===== src/hdl/scc_pkg.sv =====
package scc_pkg;

    // Largest number of vertices; vertex numbers are six bits wide.
    localparam int MAX_VERTICES = 32;

    // Input command codes.
    localparam logic [1:0] CMD_ADD     = 2'd0;
    localparam logic [1:0] CMD_ADD_RUN = 2'd1;
    localparam logic [1:0] CMD_RUN     = 2'd2;

    // Controller states.
    typedef enum logic [3:0] {
        ST_IDLE,
        ST_FWD_START,
        ST_FWD_SCAN,
        ST_REV_START,
        ST_REV_SCAN,
        ST_OUT_COUNT,
        ST_OUT_FIND,
        ST_OUT_MEMBER,
        ST_CLEAR
    } scc_state_t;

    // Commands from the controller to the datapath.
    typedef struct packed {
        logic store_edge;
        logic run_init;
        logic fwd_next_root;
        logic fwd_step;
        logic rev_next_root;
        logic rev_step;
        logic out_count;
        logic out_find;
        logic out_member;
        logic clear;
    } scc_cmd_t;

    // Status from the datapath to the controller.
    typedef struct packed {
        logic fwd_roots_done;
        logic stack_empty;
        logic rev_roots_done;
        logic find_done;
        logic member_done;
        logic out_free;
    } scc_stat_t;

endpackage


===== src/hdl/scc_ctrl.sv =====
module scc_ctrl (
    input  logic                 aclk,
    input  logic                 aresetn,
    input  logic                 in_valid,
    input  logic [1:0]           in_cmd,
    input  scc_pkg::scc_stat_t   stat,
    output logic                 in_ready,
    output scc_pkg::scc_cmd_t    cmd
);

    scc_pkg::scc_state_t state_reg, state_next;
    logic take;

    assign take = in_valid && in_ready;

    // State register.
    always_ff @(posedge aclk) begin
        if (!aresetn) begin
            state_reg <= scc_pkg::ST_IDLE;
        end else begin
            state_reg <= state_next;
        end
    end

    // Next state.
    always_comb begin
        state_next = state_reg;
        unique case (state_reg)
            scc_pkg::ST_IDLE: begin
                if (take && (in_cmd == scc_pkg::CMD_ADD_RUN || in_cmd == scc_pkg::CMD_RUN))
                    state_next = scc_pkg::ST_FWD_START;
            end
            scc_pkg::ST_FWD_START: begin
                if (stat.fwd_roots_done) state_next = scc_pkg::ST_REV_START;
                else state_next = scc_pkg::ST_FWD_SCAN;
            end
            scc_pkg::ST_FWD_SCAN: begin
                if (stat.stack_empty) state_next = scc_pkg::ST_FWD_START;
            end
            scc_pkg::ST_REV_START: begin
                if (stat.rev_roots_done) state_next = scc_pkg::ST_OUT_COUNT;
                else state_next = scc_pkg::ST_REV_SCAN;
            end
            scc_pkg::ST_REV_SCAN: begin
                if (stat.stack_empty) state_next = scc_pkg::ST_REV_START;
            end
            scc_pkg::ST_OUT_COUNT: begin
                if (stat.out_free) state_next = scc_pkg::ST_OUT_FIND;
            end
            scc_pkg::ST_OUT_FIND: begin
                if (stat.find_done) state_next = scc_pkg::ST_CLEAR;
                else state_next = scc_pkg::ST_OUT_MEMBER;
            end
            scc_pkg::ST_OUT_MEMBER: begin
                if (stat.member_done) state_next = scc_pkg::ST_OUT_FIND;
            end
            scc_pkg::ST_CLEAR: begin
                state_next = scc_pkg::ST_IDLE;
            end
            default: state_next = scc_pkg::ST_IDLE;
        endcase
    end

    // Outputs.
    always_comb begin
        cmd = '0;
        in_ready = 1'b0;
        unique case (state_reg)
            scc_pkg::ST_IDLE: begin
                in_ready = 1'b1;
                cmd.store_edge = in_valid &&
                    (in_cmd == scc_pkg::CMD_ADD || in_cmd == scc_pkg::CMD_ADD_RUN);
                cmd.run_init = in_valid &&
                    (in_cmd == scc_pkg::CMD_ADD_RUN || in_cmd == scc_pkg::CMD_RUN);
            end
            scc_pkg::ST_FWD_START: cmd.fwd_next_root = 1'b1;
            scc_pkg::ST_FWD_SCAN:  cmd.fwd_step = 1'b1;
            scc_pkg::ST_REV_START: cmd.rev_next_root = 1'b1;
            scc_pkg::ST_REV_SCAN:  cmd.rev_step = 1'b1;
            scc_pkg::ST_OUT_COUNT: cmd.out_count = 1'b1;
            scc_pkg::ST_OUT_FIND:  cmd.out_find = 1'b1;
            scc_pkg::ST_OUT_MEMBER: cmd.out_member = 1'b1;
            scc_pkg::ST_CLEAR:     cmd.clear = 1'b1;
            default: ;
        endcase
    end

endmodule


===== src/hdl/scc_dp.sv =====
module scc_dp #(
    parameter int MAX_EDGES    = 256
) (
    input  logic                aclk,
    input  logic                aresetn,
    input  logic [5:0]          vcount,
    input  logic [5:0]          in_from,
    input  logic [5:0]          in_to,
    input  scc_pkg::scc_cmd_t   cmd,
    output scc_pkg::scc_stat_t  stat,
    output logic                out_valid,
    input  logic                out_ready,
    output logic [7:0]          out_data,
    output logic                out_user,
    output logic                out_last
);

    localparam int MAX_VERTICES = scc_pkg::MAX_VERTICES;
    localparam int EW = (MAX_EDGES > 1) ? $clog2(MAX_EDGES) : 1;
    localparam int CW = $clog2(MAX_EDGES + 1);
    localparam int VW = $clog2(MAX_VERTICES);
    localparam int NV = MAX_VERTICES + 1;

    // Edge memories and their registered read ports.
    logic [5:0] tail_mem [MAX_EDGES];
    logic [5:0] head_mem [MAX_EDGES];
    logic [5:0] rd_tail_reg, rd_head_reg;
    logic [CW-1:0] edges_reg;
    logic          drop_reg;
    logic [5:0]    n_eff;

    // Per-vertex flags and ids in flip-flops, cleared at once. Ids and
    // emitted flags are held at index vertex - 1.
    logic [NV-1:0] visited_reg;
    logic [5:0]    comp_reg [MAX_VERTICES];
    logic [MAX_VERTICES-1:0] emitted_reg;
    logic [5:0]    finish_reg [MAX_VERTICES];
    logic [5:0]    fcount_reg;

    // Walk stack: the top is cached in registers.
    logic [5:0]    stk_v [MAX_VERTICES];
    logic [CW-1:0] stk_k [MAX_VERTICES];
    logic [6:0]    top_reg;
    logic [5:0]    cur_v_reg;
    logic [CW-1:0] cur_k_reg;
    logic          rd_ok_reg;      // read data belongs to cur_k_reg

    logic [6:0]    root_reg;       // next forward root, or finish index
    logic [5:0]    count_reg;
    logic [6:0]    scan_v_reg, memb_u_reg;
    logic [5:0]    cid_reg;

    // Output register.
    logic          ov_reg;
    logic [7:0]    od_reg;
    logic          ou_reg, ol_reg;

    assign n_eff = (vcount > 6'(MAX_VERTICES)) ? 6'(MAX_VERTICES) : vcount;
    assign out_valid = ov_reg;
    assign out_data  = od_reg;
    assign out_user  = ou_reg;
    assign out_last  = ol_reg;
    assign stat.out_free = !ov_reg || out_ready;

    // Edge acceptance check for the incoming edge.
    logic edge_ok;
    assign edge_ok = in_from != 6'd0 && in_from <= n_eff && in_to != 6'd0 &&
                     in_to <= n_eff && edges_reg < CW'(MAX_EDGES);

    // Edge memory write and read.
    always_ff @(posedge aclk) begin
        if (cmd.store_edge && edge_ok) begin
            tail_mem[edges_reg[EW-1:0]] <= in_from;
            head_mem[edges_reg[EW-1:0]] <= in_to;
        end
        rd_tail_reg <= tail_mem[cur_k_reg[EW-1:0]];
        rd_head_reg <= head_mem[cur_k_reg[EW-1:0]];
    end

    // Scan logic: examine the edge at cur_k_reg for the top vertex.
    logic          scan_active, fwd, hit;
    logic [5:0]    nb, own;
    logic [VW-1:0] nb_i;
    assign fwd = cmd.fwd_step;
    assign scan_active = cmd.fwd_step || cmd.rev_step;
    assign nb  = fwd ? rd_head_reg : rd_tail_reg;
    assign own = fwd ? rd_tail_reg : rd_head_reg;
    assign nb_i = VW'(nb - 6'd1);
    assign hit = rd_ok_reg && own == cur_v_reg && nb != 6'd0 && nb <= n_eff &&
                 own <= n_eff &&
                 (fwd ? !visited_reg[nb[VW:0]] : comp_reg[nb_i] == 6'd0);
    assign stat.stack_empty = top_reg == 7'd0;

    // Root selection.
    logic [5:0]    fin_r;
    logic [VW-1:0] fin_i;
    assign fin_r = finish_reg[VW'(root_reg - 7'd1)];
    assign fin_i = VW'(fin_r - 6'd1);
    assign stat.fwd_roots_done = root_reg > {1'b0, n_eff};
    assign stat.rev_roots_done = root_reg == 7'd0;

    // Output scan status.
    logic [VW-1:0] scan_i, memb_i;
    assign scan_i = VW'(scan_v_reg - 7'd1);
    assign memb_i = VW'(memb_u_reg - 7'd1);
    assign stat.find_done   = scan_v_reg > {1'b0, n_eff};
    assign stat.member_done = memb_u_reg > {1'b0, n_eff};

    // Last member lookahead: any later vertex in the current component.
    logic later;
    always_comb begin
        later = 1'b0;
        for (int i = 0; i < MAX_VERTICES; i++)
            if (7'(i + 1) > memb_u_reg && 6'(i + 1) <= n_eff && comp_reg[i] == cid_reg)
                later = 1'b1;
    end
    // Another component still waits while some assigned vertex has not been
    // emitted; the member going out now does not count.
    logic more_comp;
    always_comb begin
        more_comp = 1'b0;
        for (int i = 0; i < MAX_VERTICES; i++)
            if (6'(i + 1) <= n_eff && comp_reg[i] != 6'd0 && !emitted_reg[i] &&
                7'(i + 1) != memb_u_reg)
                more_comp = 1'b1;
    end

    always_ff @(posedge aclk) begin
        if (!aresetn) begin
            edges_reg  <= '0;
            drop_reg   <= 1'b0;
            visited_reg <= '0;
            emitted_reg <= '0;
            fcount_reg <= '0;
            top_reg    <= '0;
            ov_reg     <= 1'b0;
            rd_ok_reg  <= 1'b0;
            root_reg   <= '0;
            count_reg  <= '0;
            for (int i = 0; i < MAX_VERTICES; i++) comp_reg[i] <= '0;
        end else begin
            if (ov_reg && out_ready) ov_reg <= 1'b0;
            rd_ok_reg <= 1'b0;

            if (cmd.store_edge) begin
                if (edge_ok) edges_reg <= edges_reg + CW'(1);
                else drop_reg <= 1'b1;
            end
            if (cmd.run_init) begin
                root_reg <= 7'd1;
            end

            // Forward roots.
            if (cmd.fwd_next_root) begin
                if (!stat.fwd_roots_done) begin
                    root_reg <= root_reg + 7'd1;
                    if (!visited_reg[root_reg[VW:0]]) begin
                        visited_reg[root_reg[VW:0]] <= 1'b1;
                        cur_v_reg <= root_reg[5:0];
                        cur_k_reg <= '0;
                        top_reg <= 7'd1;
                    end
                end else begin
                    root_reg <= {1'b0, fcount_reg};
                end
            end

            // Reverse roots, last finished first.
            if (cmd.rev_next_root && !stat.rev_roots_done) begin
                root_reg <= root_reg - 7'd1;
                if (fin_r != 6'd0 && fin_r <= n_eff && comp_reg[fin_i] == 6'd0) begin
                    comp_reg[fin_i] <= count_reg + 6'd1;
                    count_reg <= count_reg + 6'd1;
                    cur_v_reg <= fin_r;
                    cur_k_reg <= '0;
                    top_reg <= 7'd1;
                end
            end

            // Edge scan: issue a read of the edge, then examine the registered read data.
            if (scan_active && top_reg != 7'd0) begin
                if (!rd_ok_reg) begin
                    if (cur_k_reg >= edges_reg) begin
                        // No edges left for this vertex: pop.
                        if (fwd && fcount_reg < 6'(MAX_VERTICES)) begin
                            finish_reg[VW'(fcount_reg)] <= cur_v_reg;
                            fcount_reg <= fcount_reg + 6'd1;
                        end
                        top_reg <= top_reg - 7'd1;
                        if (top_reg > 7'd1) begin
                            cur_v_reg <= stk_v[VW'(top_reg - 7'd2)];
                            cur_k_reg <= stk_k[VW'(top_reg - 7'd2)];
                        end
                    end else begin
                        rd_ok_reg <= 1'b1;
                    end
                end else if (hit) begin
                    if (fwd) visited_reg[nb[VW:0]] <= 1'b1;
                    else comp_reg[nb_i] <= count_reg;
                    if (top_reg < 7'(MAX_VERTICES)) begin
                        stk_v[VW'(top_reg - 7'd1)] <= cur_v_reg;
                        stk_k[VW'(top_reg - 7'd1)] <= cur_k_reg + CW'(1);
                        top_reg <= top_reg + 7'd1;
                        cur_v_reg <= nb;
                        cur_k_reg <= '0;
                    end else begin
                        cur_k_reg <= cur_k_reg + CW'(1);
                    end
                end else begin
                    cur_k_reg <= cur_k_reg + CW'(1);
                end
            end

            // Count result.
            if (cmd.out_count && stat.out_free) begin
                ov_reg <= 1'b1;
                od_reg <= {drop_reg, 1'b0, count_reg};
                ou_reg <= 1'b0;
                ol_reg <= n_eff == 6'd0;
                scan_v_reg <= 7'd1;
                cid_reg <= '0;
            end

            // Find the next component's smallest member: the lowest vertex
            // not emitted yet.
            if (cmd.out_find && !stat.find_done) begin
                scan_v_reg <= scan_v_reg + 7'd1;
                if (!emitted_reg[scan_i] && comp_reg[scan_i] != 6'd0) begin
                    cid_reg <= comp_reg[scan_i];
                    memb_u_reg <= scan_v_reg;
                end else begin
                    memb_u_reg <= 7'(MAX_VERTICES + 1);
                end
            end

            // Emit members of the current component.
            if (cmd.out_member && !stat.member_done && stat.out_free) begin
                memb_u_reg <= memb_u_reg + 7'd1;
                if (comp_reg[memb_i] == cid_reg) begin
                    emitted_reg[memb_i] <= 1'b1;
                    ov_reg <= 1'b1;
                    od_reg <= {drop_reg, !later, memb_u_reg[5:0]};
                    ou_reg <= 1'b1;
                    ol_reg <= !later && !more_comp;
                end
            end

            if (cmd.clear) begin
                edges_reg <= '0;
                drop_reg <= 1'b0;
                visited_reg <= '0;
                emitted_reg <= '0;
                fcount_reg <= '0;
                count_reg <= '0;
                for (int i = 0; i < MAX_VERTICES; i++) comp_reg[i] <= '0;
            end
        end
    end

endmodule


===== src/hdl/strongly_connected_components_top.sv =====
// Channel   Dir  tdata (low bit up)                 tuser / tlast
// s_axis    in   cmd[1:0], from[7:2], to[13:8]      -
// m_axis    out  value[5:0], comp_end[6], drop[7]   tuser = kind, tlast = last
// cfg       in   vertex_count[5:0]                  -
// Edge transfers can follow back to back. During a run no input is taken:
// each root is started, each examined edge is read, then compared, and a
// vertex is popped once its edges are used up. Output sends the component
// count, then passes over each vertex that starts no component and, per
// component, walks from its smallest member up to vertex_count emitting
// members; a clearing state ends the run. Reset is synchronous on aresetn
// low and sets vertex_count to 32. An output stall holds the result register.
module strongly_connected_components_top #(
    parameter int MAX_EDGES    = 256
) (
    input  logic        aclk,
    input  logic        aresetn,
    input  logic        cfg_we,
    input  logic [5:0]  cfg_wdata,
    input  logic        s_tvalid,
    output logic        s_tready,
    input  logic [15:0] s_tdata,   // cmd, from_vertex, to_vertex
    output logic        m_tvalid,
    input  logic        m_tready,
    output logic [7:0]  m_tdata,   // value, component_end, edges_dropped
    output logic        m_tuser,   // kind
    output logic        m_tlast
);

    logic [5:0] vcount_reg;
    scc_pkg::scc_cmd_t  cmd;
    scc_pkg::scc_stat_t stat;

    // Configuration register.
    always_ff @(posedge aclk) begin
        if (!aresetn) vcount_reg <= 6'd32;
        else if (cfg_we) vcount_reg <= cfg_wdata;
    end

    scc_ctrl u_ctrl (
        .aclk(aclk), .aresetn(aresetn), .in_valid(s_tvalid),
        .in_cmd(s_tdata[1:0]), .stat(stat), .in_ready(s_tready), .cmd(cmd)
    );

    scc_dp #(.MAX_EDGES(MAX_EDGES)) u_dp (
        .aclk(aclk), .aresetn(aresetn), .vcount(vcount_reg),
        .in_from(s_tdata[7:2]), .in_to(s_tdata[13:8]), .cmd(cmd), .stat(stat),
        .out_valid(m_tvalid), .out_ready(m_tready), .out_data(m_tdata),
        .out_user(m_tuser), .out_last(m_tlast)
    );

endmodule

===== config.mk =====
export PLATFORM = sky130hd
export DESIGN_NAME = strongly_connected_components_top
export DESIGN_NICKNAME = d
export VERILOG_FILES = /design/src/hdl/scc_pkg.sv /design/src/hdl/scc_ctrl.sv /design/src/hdl/scc_dp.sv /design/src/hdl/strongly_connected_components_top.sv
export SDC_FILE = /design/constraint.sdc
export NUM_CORES = 2
export LEC_CHECK = 0
export BUFFER_PORTS_ARGS = -buffer_cell sky130_fd_sc_hd__buf_2
export CAP_MARGIN = 20
export CORE_UTILIZATION = 39
export CTS_CLUSTER_SIZE = 8
export DETAILED_ROUTE_END_ITERATION = 7
export GPL_TIMING_DRIVEN = 0
export SYNTH_ARGS = -nofsm -noshare
export SYNTH_HDL_FRONTEND = slang
export SYNTH_SLANG_ARGS = --single-unit
export TNS_END_PERCENT = 30

===== constraint.sdc =====
create_clock -name aclk -period 14.21 [get_ports aclk]
set_input_delay 3.5525 -clock aclk [delete_from_list [all_inputs] [get_ports aclk]]
set_output_delay 3.5525 -clock aclk [all_outputs]
set_load 0.02 [all_outputs]

Word level (Yosys, flattened, before mapping) --
Memory sizes are Yosys's and may differ from the RTL's. A register that Yosys moved wholly into a read port is not among the register bits. Cells that the tools add are included.
Operators by class: reductions and logical operators 293, magnitude comparators 85, bitwise logic cells 39, add/sub/neg operators 15, multiplexer cells 231, equal/unequal tests 81
Operator list (number):
- $mux W6 | 51
- $mux W33 | 8
- $reduce_bool A6 Y1 | 37
- $eq A6 B6 Y1 | 34
- $logic_and A1 B1 Y1 | 189
- $mux W7 | 19
- $mux W1 | 123
- $gt A5 B7 Y1 const A | 16
- $ne A5 B7 Y1 const A | 16
- $mux W9 | 11
- $le A5 B6 Y1 const A | 16
- $or A33 B33 Y33 | 2
- $gt A4 B7 Y1 const A | 8
- $ne A4 B7 Y1 const A | 8
- $le A4 B6 Y1 const A | 8
- $logic_not A1 Y1 | 40
- $or A1 B1 Y1 | 32
- $or A32 B32 Y32 | 1
- $pmux W4 S8 | 1
- $le A6 B6 Y1 | 5
- $add A7 B1 Y7 const B | 4
- $gt A3 B7 Y1 const A | 4
- $ne A3 B7 Y1 const A | 4
- $le A3 B6 Y1 const A | 4
- 56 further kinds | 103
Storage, ports and cells: bits in registers 158, memory bits (writable) 3936, memories 6, output and inout port bits 12, bits of input ports 27, word-level logic and storage cells 770
Memories:
- u_dp.head_mem | words 256, width 6, read ports 1, clocked after Yosys merged registers in 1, write ports 1, RTL line scc_dp.sv:26 | logic [5:0] head_mem [MAX_EDGES];
- u_dp.tail_mem | words 256, width 6, read ports 1, clocked after Yosys merged registers in 1, write ports 1, RTL line scc_dp.sv:25 | logic [5:0] tail_mem [MAX_EDGES];
- u_dp.stk_k | words 32, width 9, read ports 1, clocked after Yosys merged registers in 0, write ports 1, RTL line scc_dp.sv:42 | logic [CW-1:0] stk_k [MAX_VERTICES];
- u_dp.comp_reg | words 32, width 6, read ports 36, clocked after Yosys merged registers in 0, write ports 32, RTL line scc_dp.sv:35 | logic [5:0] comp_reg [MAX_VERTICES];
- u_dp.finish_reg | words 32, width 6, read ports 1, clocked after Yosys merged registers in 0, write ports 1, RTL line scc_dp.sv:37 | logic [5:0] finish_reg [MAX_VERTICES];
- u_dp.stk_v | words 32, width 6, read ports 1, clocked after Yosys merged registers in 0, write ports 1, RTL line scc_dp.sv:41 | logic [5:0] stk_v [MAX_VERTICES];

Longest topological paths before layout --
depth after elaboration 42, depth in mapped cells 29, mapped depth without buffers 20

By module --
A second synthesis with hierarchy kept.
Unflattened totals: cells, all modules 9505, area, all modules 173478.9 um2
Modules (own cells, without submodules):
- scc_dp | sequential area each 121846.9 um2, times used 1, area each 172833.3 um2, cells an instance 9425
- scc_ctrl | sequential area each 80.1 um2, times used 1, area each 419.2 um2, cells an instance 61
- strongly_connected_components_top | sequential area each 120.1 um2, times used 1, area each 226.5 um2, cells an instance 19

Worst setup path before layout --
No wires, ideal clock.
path kind in2reg, start in s_tdata[3], end mem u_dp.head_mem[143][0], enable pin, data required time 13830 ps, setup slack 7134 ps, buffers on the path 2, arrival time 6695 ps, stages on the path 13, library setup time 380 ps, path through ha_1 -> nor2b_1 -> o21a_1 -> o21a_1 -> o21a_1 -> o21ai_0 -> a32oi_1 -> nor4_1 -> and2_0 -> clkbuf_1 -> nand2_1 -> clkbuf_1 -> nor2_1
On the way: cells in the longest elaborated chain, start to end 8, elaborated cells on any way between the ends 9, those cells by class order compare (1); mux (2); reduce/logical (6)
RTL lines:
- from (decl) | RTL line strongly_connected_components_top.sv:21 | input logic [15:0] s_tdata,
- $le A6 B6 Y1 / $reduce_bool A6 Y1 (equally long branches) | RTL line scc_dp.sv:67 | assign edge_ok = in_from != 6'd0 && in_from <= n_eff && in_to != 6'd0 &&
- $logic_and A1 B1 Y1 * (3 in a row) | RTL line scc_dp.sv:67
- $logic_and A1 B1 Y1 * | RTL line scc_dp.sv:68 | in_to <= n_eff && edges_reg < CW'(MAX_EDGES);
- $logic_and A1 B1 Y1 * | RTL line scc_dp.sv:72 | if (cmd.store_edge && edge_ok) begin
- $mux W1 * | RTL line scc_dp.sv:72
- $mux W1 (not written as such) * | RTL line scc_dp.sv:74 | head_mem[edges_reg[EW-1:0]] <= in_to;
- to (decl) | RTL line scc_dp.sv:26
Mark *: on every way between the ends. The rest lies on a longest branch, timed or not.

==> run summary <==
Sw Pwr - 10.5 mW
Setup tns final - 0 ns
Register area share after synthesis - 71.8%
Post-detail-place hpwl - 363000 µm
# IOs - 39
Routed length per instance - 33.8 µm
Hold Path Class - register to register
Worst hold start - u_dp.top_reg[6]
Place WS - 4.29 ns
FF-to-FF End - u_dp.comp_reg[6][0]
DR iter-0 viols - 12900
Setup Viol. Count Final - 0
DRT Pass-1 Iters - 6
DRT antenna net count - 0
Hold endpoint - u_dp.top_reg[6]
Yosys reg bits - 4106
# DRC - 0
Fin Clk Skew - 0.0710 ns
Ys flop type - edfxtp_1
Core area - 434000 µm²
Total of max-cap violations - 0
Mean Syn Cell Area - 20.0 µm²
Final slew viol count - 0
Total track usage - 23.5%
Combinational Power Share - 25.0%
Hold_buf cts - 0
Worst Path Arrival - 10.60 ns
CTS H-Tree Depth - 6
Die Wd - 662 µm
Largest area contributor in the netlist - edfxtp_1
Synth cell types - 104
First-pass GRT wire length - 725000 µm
Final wirelength - 522000 µm
VDD IR max - 0.125 mV
Initial Util - 39.1%
Power per Cell Area - 174 nW/µm²
GRT overflow - 0
Gate Count Post-Synth - 8496
WP data required - 14.83 ns
Syn nets - 8615
Top post-synthesis cells by area - edfxtp_1 (70%), mux4_2 (18%), nor2_1 (1.5%), dfxtp_1 (1.5%), xnor2_1 (0.87%)
R2r setup slk - 4.22 ns
Sink Count - 4106
CTS Root Cell - clkbuf_16
Origin of the worst setup path - u_dp.root_reg[0]
Largest net degree at the start of global routing - 141
Number of global-route vias before repair - 92900
Most frequent cell after synthesis - edfxtp_1
Crit path max fanout - 11
Static leakage - 62.4 nW
Synth-to-Final Area Change - 17.6%
Internal - 24.4 mW
Placer congestion estimate - 0.988
Setup crit end kind - register
Initial antenna violation count - 29
Critical Setup Path Class - register to register
Post-route worst setup slack - 4.22 ns
Reg2reg start - u_dp.root_reg[0]
CTS buffer count - 585
Clock tree buffer depth - 4
Post-CTS setup buffer count - 0
Worst Reg2Reg Path Length in Cells - 23
CTS tree - built
YS warnings - 0
Hold depth - 2
Synth top area share - 70.3%
F_max - 0.100 GHz
Post-synthesis instance area - 170000 µm²
Endpoints failing hold - 0
Actual slew at the worst max-slew pin - 1.32 ns
DR vias/cell - 6.04
Crit start category - register
Fillcell total - 36000
Fin crit share - 70.3%
Fraction of layout cells with a size suffix above 1 - 28.4%
Post-cts sizing count - 0
Clock Power Share - 35.7%
FFs w/ async S/R, synth - 0%
Number of synthesized flops with an enable pin - 3981
Status - finished clean
Final min period - 9.99 ns
Layout Nets - 9692
Flop pwr share - 39.3%
Die Area - 439000 µm²
RSZ-0062 raised after global routing - no
Clock latency on the worst-skew pair - 1.04 ns
Switching Share - 30.0%
Clk pin slew, worst setup/hold paths - 0.05 ns
Rows - 242
Top cells by count, synth - edfxtp_1 (3981), mux4_2 (1340), nor2_1 (685)
Die Ht - 662 µm
Total Power - 34.9 mW
Relative slew slack - 11.0%
Vias - 93300
IO buf count - 35
logic make-up (layout without fill, tap and decap cells):
group | Yosys count | count (layout) | share of synthesized area [%]
and+or+nand+nor | 1478 | 1478 | 4.02
xor gates and xnor gates | 272 | 272 | 1.43
muxes | 1477 | 1477 | 18.7
DFF | 4106 | 4106 | 71.8
other | 0 | 24 | 0
buffers and inverters | 577 | 1773 | 1.43
AOI/OAI and AO/OA | 494 | 494 | 1.92
adders and majority gates | 92 | 92 | 0.677
power by group through the flow:
stage	clock (mW)	sequential (mW)	combinational, mW
after global routing	13.1	13.7	8.99
final	12.5	13.7	8.70
after floorplan	0	13.9	4.80
after CTS	12.6	13.7	8.59
after global placement	0	14.1	7.99
after detailed placement	0	13.9	8.56
layer usage:
metal  vias to the layer above  global-route usage [%]  share of wire (%)
met2                      5209                    37.2                 47
met1                     49900                    32.5                 40
met5                         -                       0              0.013
met4                        14                    8.61                4.0
li1                      37200                       -                  -
met3                       971                    4.43                9.0
how the worst max path moves through the flow:
stage,end,slack (ns),depth (start not counted)
4_1_cts,u_dp.comp_reg[6][0],4.33,23
6_report,u_dp.comp_reg[6][0],4.22,23
3_5_place_dp,u_dp.tail_mem[159][2],4.29,17
2_1_floorplan,u_dp.head_mem[143][0],7.13,13
5_1_grt,u_dp.comp_reg[6][0],3.93,24
3_3_place_gp,u_dp.tail_mem[191][0],-0.44,14
final cells by class:
cell class	count	area [µm²]	share of cell area [%]
Antenna cell	24	60.1	0.0300
Buffer	513	2240	1.12
Clock buffer	647	15000	7.50
Clock inverter	59	1010	0.505
Inverter	64	241	0.121
Multi-Input combinational cell	3813	45700	22.9
Sequential cell	4106	122000	61.1
Tap cell	5734	7170	3.59
Timing Repair Buffer	490	6390	3.20
critical path: stages (launching register included):
cell	delay, ns
dfxtp_1	0.49
buf_6	0.24
buf_8	0.20
buf_4	0.28
buf_2	0.43
inv_1	0.31
ha_1	0.54
buf_2	0.37
clkbuf_1	0.68
mux4_2	0.41
o211ai_4	0.10
nor2_4	0.49
inv_1	0.14
clkbuf_1	0.28
ha_1	0.36
clkbuf_1	0.54
clkbuf_1	0.53
mux4_2	0.41
a31oi_1	0.44
o22a_1	0.38
o41a_1	0.29
buf_6	0.20
clkbuf_1	0.79
o21ai_0	0.59
layout by cell type (no fill, tap or decap), types with 27 or more instances in the layout:
cell       Yosys  layout
xnor2_1      169     161
buf_6         12     148
clkbuf_1     328     354
nand2_1      241     241
nor2_1       685     655
o21a_1        41      41
nand3_1       84      84
a21oi_1      142     142
xor2_1       100      99
nand2b_1      27      27
buf_4          5     131
mux2i_1       99      99
buf_2         31      71
buf_1        126     115
nor3_1       102      96
clkbuf_16      0     590
and2_1        27      27
a31oi_1       27      27
buf_16         0      58
inv_1         58      58
nand4_1       54      54
nor2_2        63      92
buf_8          1     126
ha_1          92      92
clkbuf_2       4      34
o21ai_0      104     104
edfxtp_1    3981    3981
dfxtp_1      125     125
mux4_2      1340    1340
nor4_1        69      68
through the flow:
| step | instances | area [µm²] | hold slack [ns] | utilization (%) |
|---|---|---|---|---|
| CTS | 15300 | 199000 | 0.462 | 45.7 |
| detailed placement | 14600 | 183000 | 0.456 | 42.0 |
| global placement | 14300 | 177000 | 0.456 | 40.8 |
| floorplan | 8496 | 170000 | 0.433 | - |
| global route | 15400 | 200000 | 0.474 | 46.0 |
| finish | 15500 | 200000 | 0.465 | 46.0 |
Note: power is estimated with default switching activity, not from simulation.
